==> src/design/greedy_box_nms_core_assert.svh <==
// assertion helpers for the rtl files, included by gbn_ctrl
`ifndef GREEDY_BOX_NMS_CORE_ASSERT_SVH
`define GREEDY_BOX_NMS_CORE_ASSERT_SVH

// plain property, sampled on clk_i, off during reset
`define GBN_ASSERT(lbl, prop, msg) \
  lbl: assert property (@(posedge clk_i) disable iff (!rst_ni) (prop)) else $error(msg);

// same-cycle implication
`define GBN_ASSERT_IMP(lbl, ante, cons, msg) \
  lbl: assert property (@(posedge clk_i) disable iff (!rst_ni) (ante) |-> (cons)) else $error(msg);

// next-cycle implication
`define GBN_ASSERT_NXT(lbl, ante, cons, msg) \
  lbl: assert property (@(posedge clk_i) disable iff (!rst_ni) (ante) |=> (cons)) else $error(msg);

`endif

==> src/design/gbn_pkg.sv <==
// ----------------------------------------------------------------------------
// gbn_pkg
// types, constants and helpers of the greedy box suppression core
// ----------------------------------------------------------------------------
package gbn_pkg;

  localparam int unsigned CoordW = 16;
  localparam int unsigned ExtW   = 17;
  localparam int unsigned AreaW  = 34;
  localparam int unsigned UniW   = 35;
  localparam int unsigned ProdW  = 51;
  localparam int unsigned LimW   = 7;
  localparam int unsigned ThrW   = 16;

  localparam logic [ExtW-1:0]   PIXEL_ONE       = 17'd16;
  localparam logic [ThrW-1:0]   RST_OVERLAP     = 16'd45875;
  localparam logic [LimW-1:0]   RST_MAX_CONSID  = 7'd64;
  localparam logic [LimW-1:0]   RST_MAX_KEPT    = 7'd64;

  typedef enum logic [1:0] {
    CFG_OVERLAP   = 2'd0,
    CFG_MAX_CONSID = 2'd1,
    CFG_MAX_KEPT  = 2'd2
  } cfg_idx_e;

  typedef enum logic [1:0] {
    ST_LOAD,
    ST_FIND,
    ST_SUPP,
    ST_EMIT
  } gbn_state_e;

  typedef struct packed {
    logic [15:0] box_x1;
    logic [15:0] box_y1;
    logic [15:0] box_x2;
    logic [15:0] box_y2;
    logic [15:0] box_score;
    logic        last_box;
  } box_in_t;

  typedef struct packed {
    logic [5:0]  pick_index;
    logic [15:0] pick_x1;
    logic [15:0] pick_y1;
    logic [15:0] pick_x2;
    logic [15:0] pick_y2;
    logic [15:0] pick_score;
    logic        last_pick;
  } pick_out_t;

  // one stored box
  typedef struct packed {
    logic [15:0] score;
    logic [15:0] x1;
    logic [15:0] y1;
    logic [15:0] x2;
    logic [15:0] y2;
  } entry_t;

  typedef struct packed {
    logic load;
    logic clear;
    logic find_start;
    logic supp_start;
  } gbn_cmd_t;

  typedef struct packed {
    logic scan_done;
    logic live_any;
    logic load_full;
    logic cnt_zero;
  } gbn_stat_t;

  // extent with the plus-one pixel rule, clamped at zero
  function automatic logic [ExtW-1:0] extent(input logic [CoordW-1:0] lo,
                                             input logic [CoordW-1:0] hi);
    logic [ExtW-1:0] top;
    top = {1'b0, hi} + PIXEL_ONE;
    return (top > {1'b0, lo}) ? (top - {1'b0, lo}) : '0;
  endfunction

endpackage

==> src/design/gbn_ctrl.sv <==
// ----------------------------------------------------------------------------
// gbn_ctrl
// sequencer: load, find best, suppress, emit
// ----------------------------------------------------------------------------
module gbn_ctrl import gbn_pkg::*; (
  input  logic            clk_i,
  input  logic            rst_ni,
  input  logic            in_valid_i,
  output logic            in_ready_o,
  input  logic            last_box_i,
  output logic            out_valid_o,
  input  logic            out_ready_i,
  output logic            last_pick_o,
  input  logic [LimW-1:0] keep_lim_i,
  input  gbn_stat_t       stat_i,
  output gbn_cmd_t        cmd_o
);

  gbn_state_e      state_q, state_d;
  logic [LimW-1:0] kept_q, kept_d;

  // state register
  always_ff @(posedge clk_i or negedge rst_ni) begin
    if (!rst_ni) begin
      state_q <= ST_LOAD;
      kept_q  <= '0;
    end else begin
      state_q <= state_d;
      kept_q  <= kept_d;
    end
  end

  assign last_pick_o = !stat_i.live_any || ((kept_q + LimW'(1)) == keep_lim_i);

  // next state and commands
  always_comb begin
    state_d     = state_q;
    kept_d      = kept_q;
    cmd_o       = '0;
    in_ready_o  = 1'b0;
    out_valid_o = 1'b0;
    case (state_q)
      ST_LOAD: begin
        in_ready_o = 1'b1;
        if (in_valid_i) begin
          cmd_o.load = 1'b1;
          if (last_box_i) begin
            if ((!stat_i.cnt_zero || !stat_i.load_full) && (keep_lim_i != '0)) begin
              cmd_o.find_start = 1'b1;
              kept_d           = '0;
              state_d          = ST_FIND;
            end else begin
              cmd_o.clear = 1'b1;
            end
          end
        end
      end
      ST_FIND: begin
        if (stat_i.scan_done) begin
          cmd_o.supp_start = 1'b1;
          state_d          = ST_SUPP;
        end
      end
      ST_SUPP: begin
        if (stat_i.scan_done) begin
          state_d = ST_EMIT;
        end
      end
      ST_EMIT: begin
        out_valid_o = 1'b1;
        if (out_ready_i) begin
          kept_d = kept_q + LimW'(1);
          if (last_pick_o) begin
            cmd_o.clear = 1'b1;
            state_d     = ST_LOAD;
          end else begin
            cmd_o.find_start = 1'b1;
            state_d          = ST_FIND;
          end
        end
      end
      default: begin
        state_d = ST_LOAD;
      end
    endcase
  end

`include "greedy_box_nms_core_assert.svh"

  `GBN_ASSERT(a_no_in_and_out, !(in_ready_o && out_valid_o), "input and output open together")
  `GBN_ASSERT_IMP(a_kept_in_limit, out_valid_o, kept_q < keep_lim_i, "pick beyond keep limit")
  `GBN_ASSERT_NXT(a_last_ends_set, out_valid_o && out_ready_i && last_pick_o, in_ready_o, "set did not close after final pick")
  `GBN_ASSERT_IMP(a_emit_has_live_pick, out_valid_o, stat_i.scan_done, "emit while scan running")

endmodule

==> config.mk <==
export PLATFORM = sky130hd
export DESIGN_NAME = gbn_ctrl
export DESIGN_NICKNAME = d
export VERILOG_FILES = /design/src/design/gbn_pkg.sv /design/src/design/gbn_ctrl.sv
export VERILOG_INCLUDE_DIRS = /design/src /design/src/design
export SDC_FILE = /design/constraint.sdc
export NUM_CORES = 1
export LEC_CHECK = 0
export ABC_AREA = 1
export BUFFER_PORTS_ARGS = -buffer_cell sky130_fd_sc_hd__buf_2
export CAP_MARGIN = 5
export CORE_MARGIN = 3
export CORE_UTILIZATION = 45
export CTS_CLUSTER_DIAMETER = 40
export DETAILED_ROUTE_END_ITERATION = 10
export GPL_TIMING_DRIVEN = 0
export PLACE_DENSITY = 0.74
export SLEW_MARGIN = 15
export SYNTH_ARGS = -nofsm -noshare
export SYNTH_HDL_FRONTEND = slang
export SYNTH_SLANG_ARGS = --single-unit
==> constraint.sdc <==
create_clock -name clk_i -period 1.79 [get_ports clk_i]
set_input_delay 0.179 -clock clk_i [delete_from_list [all_inputs] [get_ports clk_i]]
set_output_delay 0.179 -clock clk_i [all_outputs]
set_load 0.02 [all_outputs]
==> summary.txt <==
Pwr
  – Peak VDD IR: approximately 0.84 mV
  – Pwr Density: ~1200 nW/um2
  – Pleak: about 0.6 nW

GRT
  – Initial antenna violation count: 0
  – Largest net degree at the start of global routing: 10
  – First-pass GRT wire length: 3.270 mm
  – Grt total ovfl: 0
  – Gr usage total: 0.1771
  – Vias in the first global route: 771

STA
  – Final setup vio count: 3
  – Hold slack final: 0.2987 ns
  – Max Clk Rate: 0.4768 GHz
  – Slew headroom: 0.7675
  – RSZ-0062 raised after global routing: true
  – Period utilization: 1.172
  – Tmin final: 2.097 ns
  – Worst Tran Pin Value: about 0.35 ns
  – Setup TNS: -0.6892 ns
  – Max-slew violation count: 0
  – Final hold vios: 0
  – Skew final: 0.004153 ns
  – Final worst slack: -0.3074 ns

Placed design
  – Placed Cells: between 150 and 200
  – GP Congestion: 0.8069
  – # port buffers: 22
  – DP HPWL: 1.534 mm

Yosys
  – Mapped Nets: 150
  – Cell area after synthesis: around 810 um2
  – Seq/Total Area, Yosys: 0.2782
  – Mapped Avg Cell Area: about 6.3 um2
  – Area contributors post-synth: dfrtp_1, nand2_1, nand3_1
  – Yosys warns: 0
  – Synth cell types: 15
  – Share of the synthesized area in the top cell type: 0.2782
  – Synth area leader: dfrtp_1
  – FF+latch count, synth: 9
  – Synth Instances: around 130

Route
  – Detailed-route via count: approximately 910
  – Detailed Routing Iterations Pass 1: 5
  – Drt wl/cell: approximately 11 um
  – DRC: 0
  – Starting DRC count in detailed routing: 20
  – DR vias/cell: approximately 4.9
  – Remaining antenna violation count: 0
  – WL final: approximately 2.1 mm

Floorplan
  – Die Y: just under 50 um
  – Total core area: 1594 um2
  – Initial core utilization: 0.5078
  – Row cnt: 14
  – Chip width: 48.42 um
  – Die ar.: around 2300 um2
  – Ports: 23

Finish
  – Nets@finish: between 150 and 200
  – Post-Layout Cell Count: ~190
  – Commonest non-fill, non-tap cells in the layout: nand2_1, inv_1, buf_2, nand3_1
  – Most common cell after layout, fill and taps aside: nand2_1
  – N_diodes: 0
  – Area grow syn2layout: 37.71%
  – Layout cells sized above 1: 0.3333

Critical path
  – Worst Path Max Fanout: 3
  – Worst path max stage delay: 0.42 ns
  – Crit path kind: reg2out
  – Crit-path cells: ha_4, inv_2, nand2_1, nand2_1, nor2_1, nand3_1, nor2_2, nand3_2, nand2_2, nand2_2, a21oi_4, buf_6
  – CP Capture Type: output pin
  – Cell family contributing the most delay on the critical path: simple AND/OR/NAND/NOR gates
  – Critical-path top delay cell: dfrtp_2
  – Crit path launch type: register
  – CP required: about 1.6 ns
  – CP Data Arrival Time: approximately 1.9 ns
  – Crit path buffers/inverters: 2

CTS
  – Root Buffer: clkbuf_4
  – Max clock buf depth: 2
  – Clock latency on the worst-skew pair: ~0.26 ns
  – Clock sinks: 9
  – CTS tree: built
  – Clock transition at path regs: approximately 0.060 ns
  – TritonCTS Buffers: 3
  – Htree depth: 1

Min path
  – Worst hold path class: in2async

Status
  – Failing checks: negative setup slack
  – Outcome: finished with violations

Flow run
  – Number of max-cap violations: 0
-- flip-flops by register name, summed over array words and instances, names as in the netlist --
signal / count
kept_q: 7
state_q: 2
-- through the flow --
step / area, um2 / worst slack [ns] / power (W) / utilization
floorplan: 820.8 / -0.04288 / 0.0008112 / -
global placement: 960.9 / -0.1954 / 0.0009695 / 0.6028
detailed placement: 960.9 / -0.2016 / 0.0009875 / 0.6028
CTS: 1045 / -0.3044 / 0.001216 / 0.6554
global route: 1115 / -0.4400 / 0.001416 / 0.6994
finish: 1115 / -0.3074 / 0.001304 / 0.6994
-- timing repair --
item / in CTS / in global routing
setup buffers: 3 / 3
resized for setup: 7 / 14
setup endpoints to repair: 3 / 9
hold buffers: 1 / 0
endpoints found under the hold margin: 9 / 0
pin swaps: 4 / 5
-- synth_stat cells --
master and count:
a21oi_1 2, a21oi_2 1, dfrtp_1 9, ha_1 5, inv_1 22, nand2_1 35, nand2_2 4, nand3_1 20
nand3_2 3, nand4_1 2, nor2_1 12, nor2_2 2, o21ai_0 9, o21ai_1 2, xnor2_1 1
-- layout make-up --
type,count,area (um2)
multi-input cells,98,570.5
fillers,141,479.2
flip-flops and latches,9,227.7
repair buffers,29,177.7
inverters,22,82.58
well taps,24,30.03
clock buffers,4,26.28
-- path summary, 6_finish.rpt --
check | endpoint | depth (start not counted) | start | slack [ns]
setup / recovery | cmd_o[2] | 12 | kept_q[0]$_DFFE_PN0P_ | -0.31
hold / removal | kept_q[4]$_DFFE_PN0P_ | 2 | rst_ni | 0.30
setup reg to reg | kept_q[0]$_DFFE_PN0P_ | 7 | state_q[0]$_DFFE_PN0P_ | 0.13
hold reg to reg | state_q[0]$_DFFE_PN0P_ | 2 | state_q[0]$_DFFE_PN0P_ | 0.55
max in group asynchronous | kept_q[2]$_DFFE_PN0P_ | 2 | rst_ni | 1.30
min in group clk_i | state_q[0]$_DFFE_PN0P_ | 5 | stat_i[2] | 0.31
-- power breakdown --
group          switching, W  internal (W)  leakage, nW
combinational      0.000507      0.000308        0.454
sequential        0.0000705      0.000263        0.117
clock             0.0000688     0.0000858       0.0150
total              0.000647      0.000657        0.586
-- cells by family (layout without fill, tap and decap cells) --
kind of cell	after synthesis	count (layout)	synth area share
adder cells (fa/ha/maj)	5	5	0.07728
buffers and inverters	22	55	0.1020
AO/OA/AOI/OAI	14	14	0.09119
XOR/XNOR	1	1	0.01082
AND/OR/NAND/NOR	78	78	0.4405
flip-flops	9	9	0.2782
-- metal layers --
metal  vias to the layer above  track usage  routed length [um]  part of all wire
li1                        479            -                   -                 -
met1                       405       0.2092                 896              0.42
met2                        21       0.3165                1104              0.52
met3                         2      0.04908                 107             0.051
met4                         0      0.04265                   6            0.0028
met5                         -            0                   0                 0
-- worst reg2reg max path, delay by kind of cell (launching register included) --
family                     cells  cell delay (ns)
AOI/OAI and AO/OA              3             0.43
DFF                            1             0.40
and+or+nand+nor                2             0.39
adders and majority gates      1             0.28
buffers and inverters          1             0.08
Power figures use the tool's default switching activity.
